==> src/rtl/lfu_pkg.sv <==
package lfu_pkg;

  localparam int Entries    = 16;
  localparam int SlotBits   = 4;
  localparam int HeldBits   = 5;
  localparam int KeyBits    = 32;
  localparam int ValueBits  = 32;
  localparam int UsesBits   = 32;
  localparam int MaxResults = 16;

  typedef enum logic [1:0] {
    KIND_PUT    = 2'd0,
    KIND_GET    = 2'd1,
    KIND_TOPK   = 2'd2,
    KIND_SHRINK = 2'd3
  } kind_t;

  typedef enum logic [2:0] {
    ST_HIT      = 3'd0,
    ST_INSERTED = 3'd1,
    ST_EVICTED  = 3'd2,
    ST_MISS     = 3'd3,
    ST_LISTED   = 3'd4,
    ST_EMPTY    = 3'd5
  } status_t;

  // scan mode of the datapath
  typedef enum logic [1:0] {
    SCAN_FIND   = 2'd0,
    SCAN_VICTIM = 2'd1,
    SCAN_BEST   = 2'd2
  } scan_t;

  typedef enum logic [3:0] {
    S_IDLE,
    S_FIND,
    S_DECIDE,
    S_VICTIM,
    S_EVICT,
    S_INSERT,
    S_BEST,
    S_BEST_EMIT,
    S_WAIT
  } state_t;

  typedef struct packed {
    logic    load;        // latch input item
    logic    scan_start;  // clear scan, slot 0
    logic    scan_step;   // evaluate slot, advance
    scan_t   scan_mode;
    logic    update_hit;  // put/get hit update
    logic    remove_best; // remove scan winner (victim)
    logic    insert;      // insert latched key into free slot
    logic    take_best;   // mark scan winner as listed
    logic    out_load;    // load output register
    status_t out_status;
    logic    out_from_best; // fields from scan winner
    logic    out_last;
  } lfu_cmd_t;

  typedef struct packed {
    logic        scan_done;
    logic        found;     // scan produced a match/winner
    logic [1:0]  kind;
    logic        need_evict;
    logic        over_cap;
    logic        fit_after; // store fits capacity once one entry is removed
    logic        out_busy;
    logic [HeldBits-1:0] held;
    logic [HeldBits-1:0] want;
  } lfu_stat_t;

endpackage

==> src/rtl/lfu_datapath.sv <==
module lfu_datapath (
  input  logic                      clk,
  input  logic                      rst,
  input  lfu_pkg::lfu_cmd_t         cmd,
  output lfu_pkg::lfu_stat_t        stat,
  input  logic [1:0]                in_kind,
  input  logic [lfu_pkg::KeyBits-1:0]   in_key,
  input  logic [lfu_pkg::ValueBits-1:0] in_value,
  input  logic [4:0]                in_count,
  input  logic                      cfg_valid,
  input  logic [4:0]                cfg_data,
  output logic                      out_valid,
  input  logic                      out_ready,
  output logic [2:0]                status,
  output logic [31:0]               out_key,
  output logic [31:0]               out_value,
  output logic [31:0]               frequency,
  output logic                      last
);
  localparam int N = lfu_pkg::Entries;
  localparam int SB = lfu_pkg::SlotBits;
  localparam int HB = lfu_pkg::HeldBits;

  logic [N-1:0]                   vld;
  logic [N-1:0]                   taken;
  logic [lfu_pkg::KeyBits-1:0]    ekey [N];
  logic [lfu_pkg::ValueBits-1:0]  eval [N];
  logic [lfu_pkg::UsesBits-1:0]   euse [N];
  logic [HB-1:0]                  eage [N];
  logic [HB-1:0]                  held;
  logic [4:0]                     cap_reg;

  logic [1:0]                     kind;
  logic [lfu_pkg::KeyBits-1:0]    key;
  logic [lfu_pkg::ValueBits-1:0]  value;
  logic [HB-1:0]                  want;

  logic [HB-1:0]                  scan;
  logic                           found;
  logic [SB-1:0]                  best;

  logic [SB-1:0]                  cur;
  logic [HB-1:0]                  cap;
  logic                           better;
  logic [SB-1:0]                  free_slot;
  logic [lfu_pkg::UsesBits-1:0]   bumped;

  assign cur = scan[SB-1:0];
  assign cap = (cap_reg == 5'd0) ? HB'(1) :
               (cap_reg > 5'(N)) ? HB'(N) : HB'(cap_reg);
  assign bumped = (euse[best] == '1) ? euse[best] : euse[best] + 1'b1;

  always_comb begin
    better = 1'b0;
    case (cmd.scan_mode)
      lfu_pkg::SCAN_FIND:
        better = !found && vld[cur] && ekey[cur] == key;
      lfu_pkg::SCAN_VICTIM:
        better = vld[cur] && (!found || euse[cur] < euse[best] ||
                 (euse[cur] == euse[best] && eage[cur] < eage[best]));
      lfu_pkg::SCAN_BEST:
        better = vld[cur] && !taken[cur] && (!found || euse[cur] > euse[best] ||
                 (euse[cur] == euse[best] && (eval[cur] < eval[best] ||
                 (eval[cur] == eval[best] && ekey[cur] < ekey[best]))));
      default: better = 1'b0;
    endcase
  end

  always_comb begin
    free_slot = '0;
    for (int s = N - 1; s >= 0; s--) begin
      if (!vld[s]) free_slot = SB'(s);
    end
  end

  always_ff @(posedge clk) begin
    if (rst) begin
      vld     <= '0;
      taken   <= '0;
      held    <= '0;
      cap_reg <= 5'd16;
      scan    <= '0;
      found   <= 1'b0;
      out_valid <= 1'b0;
    end else begin
      if (cfg_valid) cap_reg <= cfg_data;
      if (cmd.load) begin
        kind  <= in_kind;
        key   <= in_key;
        value <= in_value;
        want  <= in_count;
        taken <= '0;
      end
      if (cmd.scan_start) begin
        scan  <= '0;
        found <= 1'b0;
      end else if (cmd.scan_step) begin
        scan <= scan + 1'b1;
        if (better) begin
          found <= 1'b1;
          best  <= cur;
        end
      end
      if (cmd.update_hit) begin
        if (kind == lfu_pkg::KIND_PUT) eval[best] <= value;
        euse[best] <= bumped;
      end
      if (cmd.take_best) taken[best] <= 1'b1;
      if (cmd.remove_best) begin
        for (int s = 0; s < N; s++) begin
          if (vld[s] && SB'(s) != best && eage[s] > eage[best])
            eage[s] <= eage[s] - 1'b1;
        end
        vld[best] <= 1'b0;
        held <= held - 1'b1;
      end
      if (cmd.insert && held < HB'(N)) begin
        vld[free_slot]  <= 1'b1;
        ekey[free_slot] <= key;
        eval[free_slot] <= value;
        euse[free_slot] <= 32'd1;
        eage[free_slot] <= held;
        held <= held + 1'b1;
      end
      if (out_valid && out_ready) out_valid <= 1'b0;
      if (cmd.out_load) begin
        out_valid <= 1'b1;
        status    <= cmd.out_status;
        last      <= cmd.out_last;
        if (cmd.out_status == lfu_pkg::ST_HIT) begin
          out_key   <= key;
          out_value <= (kind == lfu_pkg::KIND_PUT) ? value : eval[best];
          frequency <= bumped;
        end else if (cmd.out_status == lfu_pkg::ST_INSERTED) begin
          out_key   <= key;
          out_value <= value;
          frequency <= 32'd1;
        end else if (cmd.out_status == lfu_pkg::ST_MISS) begin
          out_key   <= key;
          out_value <= '0;
          frequency <= '0;
        end else if (cmd.out_from_best) begin
          out_key   <= ekey[best];
          out_value <= eval[best];
          frequency <= euse[best];
        end else begin
          out_key   <= '0;
          out_value <= '0;
          frequency <= '0;
        end
      end
    end
  end

  assign stat.scan_done  = cmd.scan_step && scan == HB'(N - 1);
  assign stat.found      = found;
  assign stat.kind       = kind;
  assign stat.need_evict = held >= cap;
  assign stat.over_cap   = held > cap;
  assign stat.fit_after  = held <= cap + HB'(1);
  assign stat.out_busy   = out_valid && !out_ready;
  assign stat.held       = held;
  assign stat.want       = (want > held) ? held : want;

`ifndef SYNTHESIS
  a_held_bound: assert property (@(posedge clk) disable iff (rst)
    held <= HB'(N)) else $error("held overflow");
  a_held_count: assert property (@(posedge clk) disable iff (rst)
    $countones(vld) == int'(held)) else $error("held mismatch");
  a_out_hold: assert property (@(posedge clk) disable iff (rst)
    cmd.out_load |-> !stat.out_busy) else $error("output overwritten");
`endif
endmodule

==> src/rtl/lfu_ctrl.sv <==
module lfu_ctrl (
  input  logic                clk,
  input  logic                rst,
  input  logic                in_valid,
  output logic                in_ready,
  input  lfu_pkg::lfu_stat_t  stat,
  output lfu_pkg::lfu_cmd_t   cmd
);
  lfu_pkg::state_t state, state_next;
  logic [4:0] n, n_next;

  always_ff @(posedge clk) begin
    if (rst) begin
      state <= lfu_pkg::S_IDLE;
      n     <= '0;
    end else begin
      state <= state_next;
      n     <= n_next;
    end
  end

  always_comb begin
    state_next = state;
    n_next     = n;
    cmd        = '0;
    in_ready   = 1'b0;
    case (state)
      lfu_pkg::S_IDLE: begin
        in_ready = !stat.out_busy;
        if (in_valid && in_ready) begin
          cmd.load       = 1'b1;
          cmd.scan_start = 1'b1;
          n_next         = '0;
          state_next     = lfu_pkg::S_FIND;
        end
      end
      lfu_pkg::S_FIND: begin
        cmd.scan_mode = lfu_pkg::SCAN_FIND;
        if (stat.kind == lfu_pkg::KIND_TOPK) begin
          if (stat.want == '0) begin
            cmd.out_load   = 1'b1;
            cmd.out_status = lfu_pkg::ST_EMPTY;
            cmd.out_last   = 1'b1;
            state_next     = lfu_pkg::S_IDLE;
          end else begin
            cmd.scan_start = 1'b1;
            state_next     = lfu_pkg::S_BEST;
          end
        end else if (stat.kind == lfu_pkg::KIND_SHRINK) begin
          cmd.scan_start = 1'b1;
          state_next     = lfu_pkg::S_VICTIM;
        end else begin
          cmd.scan_step = 1'b1;
          if (stat.scan_done) state_next = lfu_pkg::S_DECIDE;
        end
      end
      lfu_pkg::S_DECIDE: begin
        // output register is free here: nothing was loaded since the item was taken
        if (stat.found) begin
          cmd.update_hit = 1'b1;
          cmd.out_load   = 1'b1;
          cmd.out_status = lfu_pkg::ST_HIT;
          cmd.out_last   = 1'b1;
          state_next     = lfu_pkg::S_IDLE;
        end else if (stat.kind == lfu_pkg::KIND_GET) begin
          cmd.out_load   = 1'b1;
          cmd.out_status = lfu_pkg::ST_MISS;
          cmd.out_last   = 1'b1;
          state_next     = lfu_pkg::S_IDLE;
        end else if (stat.need_evict) begin
          cmd.scan_start = 1'b1;
          state_next     = lfu_pkg::S_VICTIM;
        end else begin
          cmd.insert     = 1'b1;
          cmd.out_load   = 1'b1;
          cmd.out_status = lfu_pkg::ST_INSERTED;
          cmd.out_last   = 1'b1;
          state_next     = lfu_pkg::S_IDLE;
        end
      end
      lfu_pkg::S_VICTIM: begin
        cmd.scan_mode = lfu_pkg::SCAN_VICTIM;
        if (stat.kind == lfu_pkg::KIND_SHRINK && n == 5'(lfu_pkg::MaxResults)) begin
          state_next = lfu_pkg::S_IDLE;
        end else if (stat.kind == lfu_pkg::KIND_SHRINK && !stat.over_cap) begin
          if (n == '0) begin
            cmd.out_load   = 1'b1;
            cmd.out_status = lfu_pkg::ST_EMPTY;
            cmd.out_last   = 1'b1;
            state_next     = lfu_pkg::S_IDLE;
          end else begin
            state_next = lfu_pkg::S_IDLE;
          end
        end else begin
          cmd.scan_step = 1'b1;
          if (stat.scan_done) state_next = lfu_pkg::S_EVICT;
        end
      end
      lfu_pkg::S_EVICT: begin
        // output register must be free before the victim fields are copied
        if (!stat.out_busy) begin
          cmd.out_load      = 1'b1;
          cmd.out_from_best = 1'b1;
          cmd.remove_best   = 1'b1;
          if (stat.kind == lfu_pkg::KIND_PUT) begin
            cmd.out_status = lfu_pkg::ST_EVICTED;
            cmd.out_last   = 1'b1;
            state_next     = lfu_pkg::S_INSERT;
          end else begin
            cmd.out_status = lfu_pkg::ST_LISTED;
            n_next         = n + 1'b1;
            // last evict when store fits after this or limit reached
            cmd.out_last   = stat.fit_after ||
                             (n + 1'b1 == 5'(lfu_pkg::MaxResults));
            state_next     = lfu_pkg::S_WAIT;
          end
        end
      end
      lfu_pkg::S_INSERT: begin
        cmd.insert = 1'b1;
        state_next = lfu_pkg::S_IDLE;
      end
      lfu_pkg::S_BEST: begin
        cmd.scan_mode = lfu_pkg::SCAN_BEST;
        cmd.scan_step = 1'b1;
        if (stat.scan_done) state_next = lfu_pkg::S_BEST_EMIT;
      end
      lfu_pkg::S_BEST_EMIT: begin
        if (!stat.out_busy) begin
          cmd.out_load      = 1'b1;
          cmd.out_from_best = 1'b1;
          cmd.out_status    = lfu_pkg::ST_LISTED;
          cmd.take_best     = 1'b1;
          n_next            = n + 1'b1;
          cmd.out_last      = (n + 1'b1 == stat.want);
          if (n + 1'b1 == stat.want) begin
            state_next = lfu_pkg::S_IDLE;
          end else begin
            cmd.scan_start = 1'b1;
            state_next     = lfu_pkg::S_BEST;
          end
        end
      end
      lfu_pkg::S_WAIT: begin
        cmd.scan_start = 1'b1;
        state_next     = lfu_pkg::S_VICTIM;
      end
      default: state_next = lfu_pkg::S_IDLE;
    endcase
  end

`ifndef SYNTHESIS
  a_ready_idle: assert property (@(posedge clk) disable iff (rst)
    in_ready |-> state == lfu_pkg::S_IDLE) else $error("ready outside idle");
  a_one_remove: assert property (@(posedge clk) disable iff (rst)
    cmd.remove_best |-> !cmd.insert) else $error("remove with insert");
  a_load_start: assert property (@(posedge clk) disable iff (rst)
    cmd.load |=> state == lfu_pkg::S_FIND) else $error("bad start");
`endif
endmodule

==> src/rtl/lfu_cache_with_top_k_top.sv <==
// LFU key/value store with top-k listing.
// Input channel (in_valid/in_ready): kind, key, value, count. One item is
// taken at a time; in_ready is high only while the controller is idle and
// the output register is free.
// Output channel (out_valid/out_ready): status, out_key, out_value,
// frequency, last. last marks the final result of an item.
// Config channel (cfg_valid/cfg_ready): capacity_limit, write when idle.
// The scan visits one slot per clock. A put or get scans the store once and
// then returns its result; a put that evicts scans twice, once for the key
// and once for the victim. Top k scans once per listed entry; shrink scans
// once per eviction and lists at most 16 evictions. An empty top k or
// shrink returns a single empty result.
// Items are handled strictly one after another.
// Reset empties the store and sets capacity to 16.
// A stalled receiver holds the block at the next result until taken.
module lfu_cache_with_top_k_top (
  input  logic        clk,
  input  logic        rst,
  input  logic        in_valid,
  output logic        in_ready,
  input  logic [1:0]  kind,
  input  logic [31:0] key,
  input  logic [31:0] value,
  input  logic [4:0]  count,
  output logic        out_valid,
  input  logic        out_ready,
  output logic [2:0]  status,
  output logic [31:0] out_key,
  output logic [31:0] out_value,
  output logic [31:0] frequency,
  output logic        last,
  input  logic        cfg_valid,
  output logic        cfg_ready,
  input  logic [4:0]  capacity_limit
);
  lfu_pkg::lfu_cmd_t  cmd;
  lfu_pkg::lfu_stat_t stat;

  assign cfg_ready = 1'b1;

  lfu_ctrl u_ctrl (
    .clk(clk), .rst(rst), .in_valid(in_valid), .in_ready(in_ready),
    .stat(stat), .cmd(cmd)
  );

  lfu_datapath u_dp (
    .clk(clk), .rst(rst), .cmd(cmd), .stat(stat),
    .in_kind(kind), .in_key(key), .in_value(value), .in_count(count),
    .cfg_valid(cfg_valid), .cfg_data(capacity_limit),
    .out_valid(out_valid), .out_ready(out_ready),
    .status(status), .out_key(out_key), .out_value(out_value),
    .frequency(frequency), .last(last)
  );
endmodule

==> config.mk <==
export PLATFORM = sky130hd
export DESIGN_NAME = lfu_cache_with_top_k_top
export DESIGN_NICKNAME = d
export VERILOG_FILES = /design/src/rtl/lfu_pkg.sv /design/src/rtl/lfu_datapath.sv /design/src/rtl/lfu_ctrl.sv /design/src/rtl/lfu_cache_with_top_k_top.sv
export SDC_FILE = /design/constraint.sdc
export NUM_CORES = 2
export LEC_CHECK = 0
export BUFFER_PORTS_ARGS = -buffer_cell sky130_fd_sc_hd__buf_2
export CORE_ASPECT_RATIO = 2
export CORE_MARGIN = 2
export CORE_UTILIZATION = 45
export DETAILED_ROUTE_END_ITERATION = 6
export PLACE_DENSITY_LB_ADDON = 0.3
export SLEW_MARGIN = 25
export SYNTH_ARGS = -nofsm -noshare
export SYNTH_HDL_FRONTEND = slang
export SYNTH_SLANG_ARGS = --single-unit
export TNS_END_PERCENT = 30
==> constraint.sdc <==
create_clock -name clk -period 14.12 [get_ports clk]
set_clock_uncertainty 0.1 [all_clocks]
set_input_delay 2.118 -clock clk [delete_from_list [all_inputs] [get_ports clk]]
set_output_delay 2.118 -clock clk [all_outputs]
set_load 0.01 [all_outputs]
## Yosys cells after proc, flatten, opt, wreduce, memory -nomap -nowiden

Memory sizes are Yosys's and may differ from the RTL's. A register that Yosys moved wholly into a read port is not among the register bits.
Cells that the tools add are included.

| operators by class | value |
|---|---|
| $add $sub $neg | 22 |
| $lt $le $gt $ge | 32 |
| equal/unequal tests | 45 |
| multiplexer cells | 217 |
| bitwise gates (word level) | 6 |
| reductions and logical operators | 81 |

Operators by type and width:

| cell | count |
|---|---|
| $mux W32 | 16 |
| $mux W4 | 51 |
| $mux W1 | 113 |
| $eq A32 B32 Y1 | 3 |
| $lt A32 B32 Y1 | 3 |
| $mux W16 | 6 |
| $gt A5 B5 Y1 | 18 |
| $sub A5 B1 Y5 const B | 17 |
| $reduce_or A32 Y1 | 2 |
| $mux W5 | 10 |
| $logic_and A1 B1 Y1 | 49 |
| $add A32 B1 Y32 const B | 1 |
| $eq A32 B32 Y1 const B | 1 |
| $gt A32 B32 Y1 | 1 |
| $ne A4 B4 Y1 const A | 8 |
| $or A16 B16 Y16 | 2 |
| $pmux W4 S8 | 1 |
| $add A5 B1 Y5 const B | 4 |
| $pmux W4 S5 | 1 |
| $and A16 B16 Y16 | 1 |
| $eq A4 B3 Y1 const B | 4 |
| $ne A3 B4 Y1 const A | 4 |
| $not A16 Y16 | 1 |
| $logic_not A5 Y1 | 3 |
| 48 further kinds | 83 |

| storage, ports and cells | value |
|---|---|
| bits in registers | 233 |
| RAM bits | 1616 |
| input port bits | 81 |
| output and inout port bits | 103 |
| memories kept | 4 |

Memory list:

| memory | words | bits a word | read ports | clocked after Yosys merged registers in | write ports | RTL line | RTL |
|---|---|---|---|---|---|---|---|
| u_dp.ekey | 16 | 32 | 2 | 2 | 1 | lfu_datapath.sv:26 | `logic [lfu_pkg::KeyBits-1:0] ekey [N];` |
| u_dp.euse | 16 | 32 | 2 | 2 | 1 | lfu_datapath.sv:28 | `logic [lfu_pkg::UsesBits-1:0] euse [N];` |
| u_dp.eval | 16 | 32 | 2 | 2 | 1 | lfu_datapath.sv:27 | `logic [lfu_pkg::ValueBits-1:0] eval [N];` |
| u_dp.eage | 16 | 5 | 18 | 2 | 16 | lfu_datapath.sv:29 | `logic [HB-1:0] eage [N];` |

## Depth between registers and ports, before layout

| depth | value |
|---|---|
| word-level depth | 22 |
| gate-level depth with buffers | 22 |
| depth with buffers taken out | 17 |

## Cells and area by module

Synthesis repeated with hierarchy kept, for this count alone.

| second synthesis, totals | value |
|---|---|
| cell total of the unflattened synthesis | 6798 |
| area, all modules | 94878.5 um2 |

By module, submodules not included:

| module | instances | cells an instance | area an instance (um2) | seq. area each (um2) |
|---|---|---|---|---|
| lfu_datapath | 1 | 6644 | 93790.0 | 49797.8 |
| lfu_ctrl | 1 | 152 | 1077.3 | 180.2 |
| lfu_cache_with_top_k_top | 1 | 2 | 11.3 | 0.0 |

## Worst setup path after synthesis

Ideal clock, no wire load.

| timing | value |
|---|---|
| kind | input to register |
| start point | in out_ready |
| end point | reg u_dp.frequency[0] (enable) |
| library setup time | 0.594 ns |
| arrival | 7.895 ns |
| required time | 13.426 ns |
| path slack | 5.531 ns |
| stages | 5 |
| buffers on the path | 1 |
| cell sequence | nor2b_1 nor3_1 nor2b_1 clkbuf_1 a21oi_1 |

| between the ends | value |
|---|---|
| longest elaborated chain between the ends | 5 |
| elaborated cells on any way between the ends | 6 |

Ends and longest elaborated chain:

| item | RTL line | RTL |
|---|---|---|
| start, declared | lfu_cache_with_top_k_top.sv:26 | `input logic out_ready,` |
| $logic_not A1 Y1 (*) | lfu_datapath.sv:161 | `assign stat.out_busy = out_valid && !out_ready;` |
| $logic_and A1 B1 Y1 (*) | lfu_datapath.sv:161 |  |
| $mux W7 / $mux W6 (equally long branches) | lfu_ctrl.sv:129, lfu_ctrl.sv:101 |  |
| $pmux W4 S5 (*) | lfu_ctrl.sv:27 | `case (state)` |
| $reduce_and A2 Y1 (no source line) (*) | -- |  |
| end signal, assigned | lfu_datapath.sv:133 | `frequency <= bumped;` |
| end signal, assigned | lfu_datapath.sv:145 | `frequency <= euse[best];` |
| end, declared | lfu_datapath.sv:17 | `output logic [31:0] frequency,` |

Mark *: on every way between the ends. The rest lies on a longest branch, timed or not.
A chain may end at the register's enable or synchronous reset.

==> metrics.md <==
| Metric | Value |
|---|---|
| Placed Cells | `7889` |
| Fraction of synthesized area in multiplexers | `0.2559` |
| Crit end category | `register` |
| IO buf count | `182` |
| Fin crit period | `8.058 ns` |
| Xor/xnor share of the synthesized area | `0.01083` |
| Seq cells post-synth | `1857` |
| Combinational Power Share | `0.180` |
| Complex-gate fraction of the synthesized area | `0.04021` |
| DIE HEIGHT | `644.1 um` |
| Vias in the first global route | `56760` |
| Final Hold Fails | `0` |
| Worst path max stage delay | `0.96 ns` |
| Htree depth | `4` |
| Failing checks | `DRC` |
| Core Area | `204400 sq um` |
| Global-route wire length before repair | `398400 um` |
| WP data required | `14.73 ns` |
| Largest family of logic cells by synthesized area | `multiplexers` |
| Ys Warns | `0` |
| Leakage | `33.14 nW` |
| Total global-route track usage | `0.2669` |
| # hold bufs at CTS | `0` |
| Hpwl dp | `171400 um` |
| CTS tree | `yes` |
| Most used DFF post-synth | `edfxtp_1` |
| RSZ-0062 raised after global routing | `false` |
| Crit path max-delay cell type | `dfxtp_4` |
| Cell Int Power | `10.09 mW` |
| Largest net degree at the start of global routing | `140` |
| DRT met1 WL | `95260 um` |
| # IOs | `184` |
| Worst-Skew Late Latency | `0.85 ns` |
| Clk buf depth | `4` |
| Layout cell share with drive strength beyond 1 | `0.2976` |
| Tightest Hold Check Type | `register to register` |
| First-pass DRT Iterations | `7` |
| Die area | `208700 sq um` |
| Synth Area in Simple Gates | `0.04159` |
| Gate count of the mapped netlist | `5161` |
| TritonCTS Buffers | `176` |
| Wire per inst | `33.93 um` |
| Post-Syn Area | `92180 sq um` |
| Setup Crit Path Kind | `register to register` |
| CP Cell Sequence | `buf_12 > buf_4 > buf_4 > mux4_2 > mux4_2 > ha_1 > nand4_1 > nor2_1 > nand4_1 > o21bai_1 > a221oi_1 > nor4_1 > o31ai_4 > mux2_1` |
| Adder-cell share of the synthesized area | `0.03008` |
| Crit-path max FO | `90` |
| Switch share | `0.2775` |
| Vias | `54360` |
| TNS Setup | `0 ns` |
| Die Width | `324.0 um` |
| WL met2 | `145300 um` |
| Startpoint Class | `register` |
| Setup violators final | `0` |
| Clock Tree Root | `clkbuf_16` |
| Rel. slew slack | `0.2637` |
| Clock transition at path regs | `0.07 ns` |
| Distinct cell type count after synthesis | `101` |
| Routed wire length | `278300 um` |
| Slew Limit Fails | `0` |
| Pre-CTS setup slack | `5.938 ns` |
| # rows | `235` |
| DR DRC count | `5` |
| Initial DRC Count | `5842` |
| Uppermost routed layer | `met5` |
| Syn Area/Cell | `17.86 sq um` |
| Setup WS post-layout | `6.062 ns` |
| Wire length on met3 | `19180 um` |
| Critical Path AT | `8.67 ns` |
| Fmax | `124.1 MHz` |
| NetSw | `3.875 mW` |
| Post-CTS setup buffer count | `0` |
| Clock power frac | `0.350` |
| EDFF count, synth | `1791` |
| WHS | `0.3554 ns` |
| Sink Count | `1857` |
| Final Core Density | `0.5002` |
| CTS resizes | `0` |
| Vias per cell | `6.627` |
| Syn nets | `5463` |
| Status | `finished with violations` |
| Sequential Power Share | `0.470` |
| Fin crit share | `0.5707` |
| Slew @ Worst Pin | `1.104 ns` |
| Worst IR drop on VDD | `110.2 uV` |
| Initial antenna violation count | `17` |
| Gp weighted congestion | `0.9208` |
| Antenna viol nets, final | `0` |
| Power Density | `136.6 nW/um^2` |
| Number of max-cap violations | `0` |
| Grt total ovfl | `0` |
| Starting Density | `0.4511` |
| Final non-filler cell total | `8202` |
| Area Overhead vs Synth | `10.90%` |
| Top flop regs | `u_dp.ekey: 512 flops, u_dp.euse: 512 flops, u_dp.eval: 512 flops` |
| Register area share after synthesis | `0.5978` |
| Async SR Flop Fraction | `0` |
| Nets | `5646` |
[final cells by class]
| class | count | area [sq um] |
|---|---|---|
| fillers | 16530 | 102100 |
| flip-flops and latches | 1857 | 55130 |
| multi-input cells | 2826 | 35270 |
| clock buffers | 204 | 4541 |
| clock inverters | 101 | 1195 |
| repair buffers | 310 | 2004 |
| diodes | 6 | 15.01 |
| inverters | 173 | 664.4 |
| well taps | 2725 | 3410 |
[power by group through the flow]
stage               sequential, mW  clock (mW)  combinational, mW
floorplan                     6.58           0               1.60
global placement              6.66           0               2.48
detailed placement            6.67           0               2.50
CTS                           6.55        4.96               2.51
global route                  6.58        5.14               2.67
finish                        6.56        4.89               2.52
[cells in the mapped netlist, types with 62 or more instances]
cell type,instances,area [sq um]
nand2_1,205,769.5
clkbuf_1,148,555.5
mux2i_1,160,1602
ha_1,220,2753
o21ai_0,117,585.6
nand3_1,77,385.4
dfxtp_1,66,1321
mux4_2,904,20360
buf_2,62,310.3
nor2_1,204,765.7
inv_1,167,626.9
xnor2_1,74,648.1
a21oi_1,108,540.5
edfxtp_1,1791,53780
[stage by stage]
stage | cell area (sq um) | power [mW]
CTS | 102200 | 14.03
finish | 102200 | 13.97
detailed placement | 96430 | 9.169
global placement | 96410 | 9.138
floorplan | 92180 | 8.184
global route | 102200 | 14.39
[per-layer routing]
layer / up-vias / track usage
met3: 824 / 0.04002
met1: 28770 / 0.3072
met4: 12 / 0.1522
li1: 21980 / -
met5: - / 0
met2: 2778 / 0.4710
[placed cells by master, fill, tap and decap left out, types with 12 or more instances in the layout]
cell type,synthesis,layout
edfxtp_1,1791,1791
mux4_2,904,904
ha_1,220,220
nand2_1,205,204
buf_2,62,182
clkbuf_16,0,177
nor2_1,204,163
mux2i_1,160,160
inv_1,167,153
buf_4,20,117
o21ai_0,117,116
a21oi_1,108,106
nand3_1,77,76
xnor2_1,74,74
dfxtp_1,66,59
nor3_1,57,57
o22ai_1,49,49
mux2_2,43,43
nand2b_1,42,42
nand4_1,42,42
mux4_1,41,41
xor2_1,40,40
nor2_4,0,38
nor2b_1,39,37
clkinv_1,4,32
o211ai_1,32,32
a22o_1,28,28
clkinv_2,0,28
o21a_1,27,27
bufinv_16,0,26
clkbuf_1,148,26
a31oi_1,22,22
and3_1,21,21
a21o_1,21,21
o2111ai_1,19,19
nor4_1,19,17
or2_2,16,16
inv_2,2,13
or3_1,12,12
[worst max-delay path, delay by kind of cell (launching register included)]
family                   cells  cell delay, ns
AO/OA/AOI/OAI                3            1.56
adder cells (fa/ha/maj)      1            0.33
buffers and inverters        3            2.18
flip-flops                   1            0.96
multiplexers                 3            1.48
AND/OR/NAND/NOR              4            0.99
[path summary, 6_finish.rpt]
| check | startpoint | cells past startpoint | end | slack (ns) |
|---|---|---|---|---|
| worst max-delay path | register | 14 | register | 6.06 |
| worst min register to register | u_dp.taken[14] | 2 | u_dp.taken[14] | 0.36 |
| worst max register to register | register | 14 | register | 6.06 |
| worst min-delay path | u_dp.taken[14] | 2 | u_dp.taken[14] | 0.36 |
[kinds of logic (layout without fill, tap and decap cells)]
| family | after synthesis | after routing |
|---|---|---|
| fa+ha+maj | 221 | 221 |
| buf+inv | 478 | 788 |
| simple gates | 785 | 785 |
| flops | 1857 | 1857 |
| other cells | 1 | 7 |
| xor+xnor | 114 | 114 |
| mux | 1153 | 1153 |
| compound gates | 552 | 552 |
(Power assumes the default switching activity.)
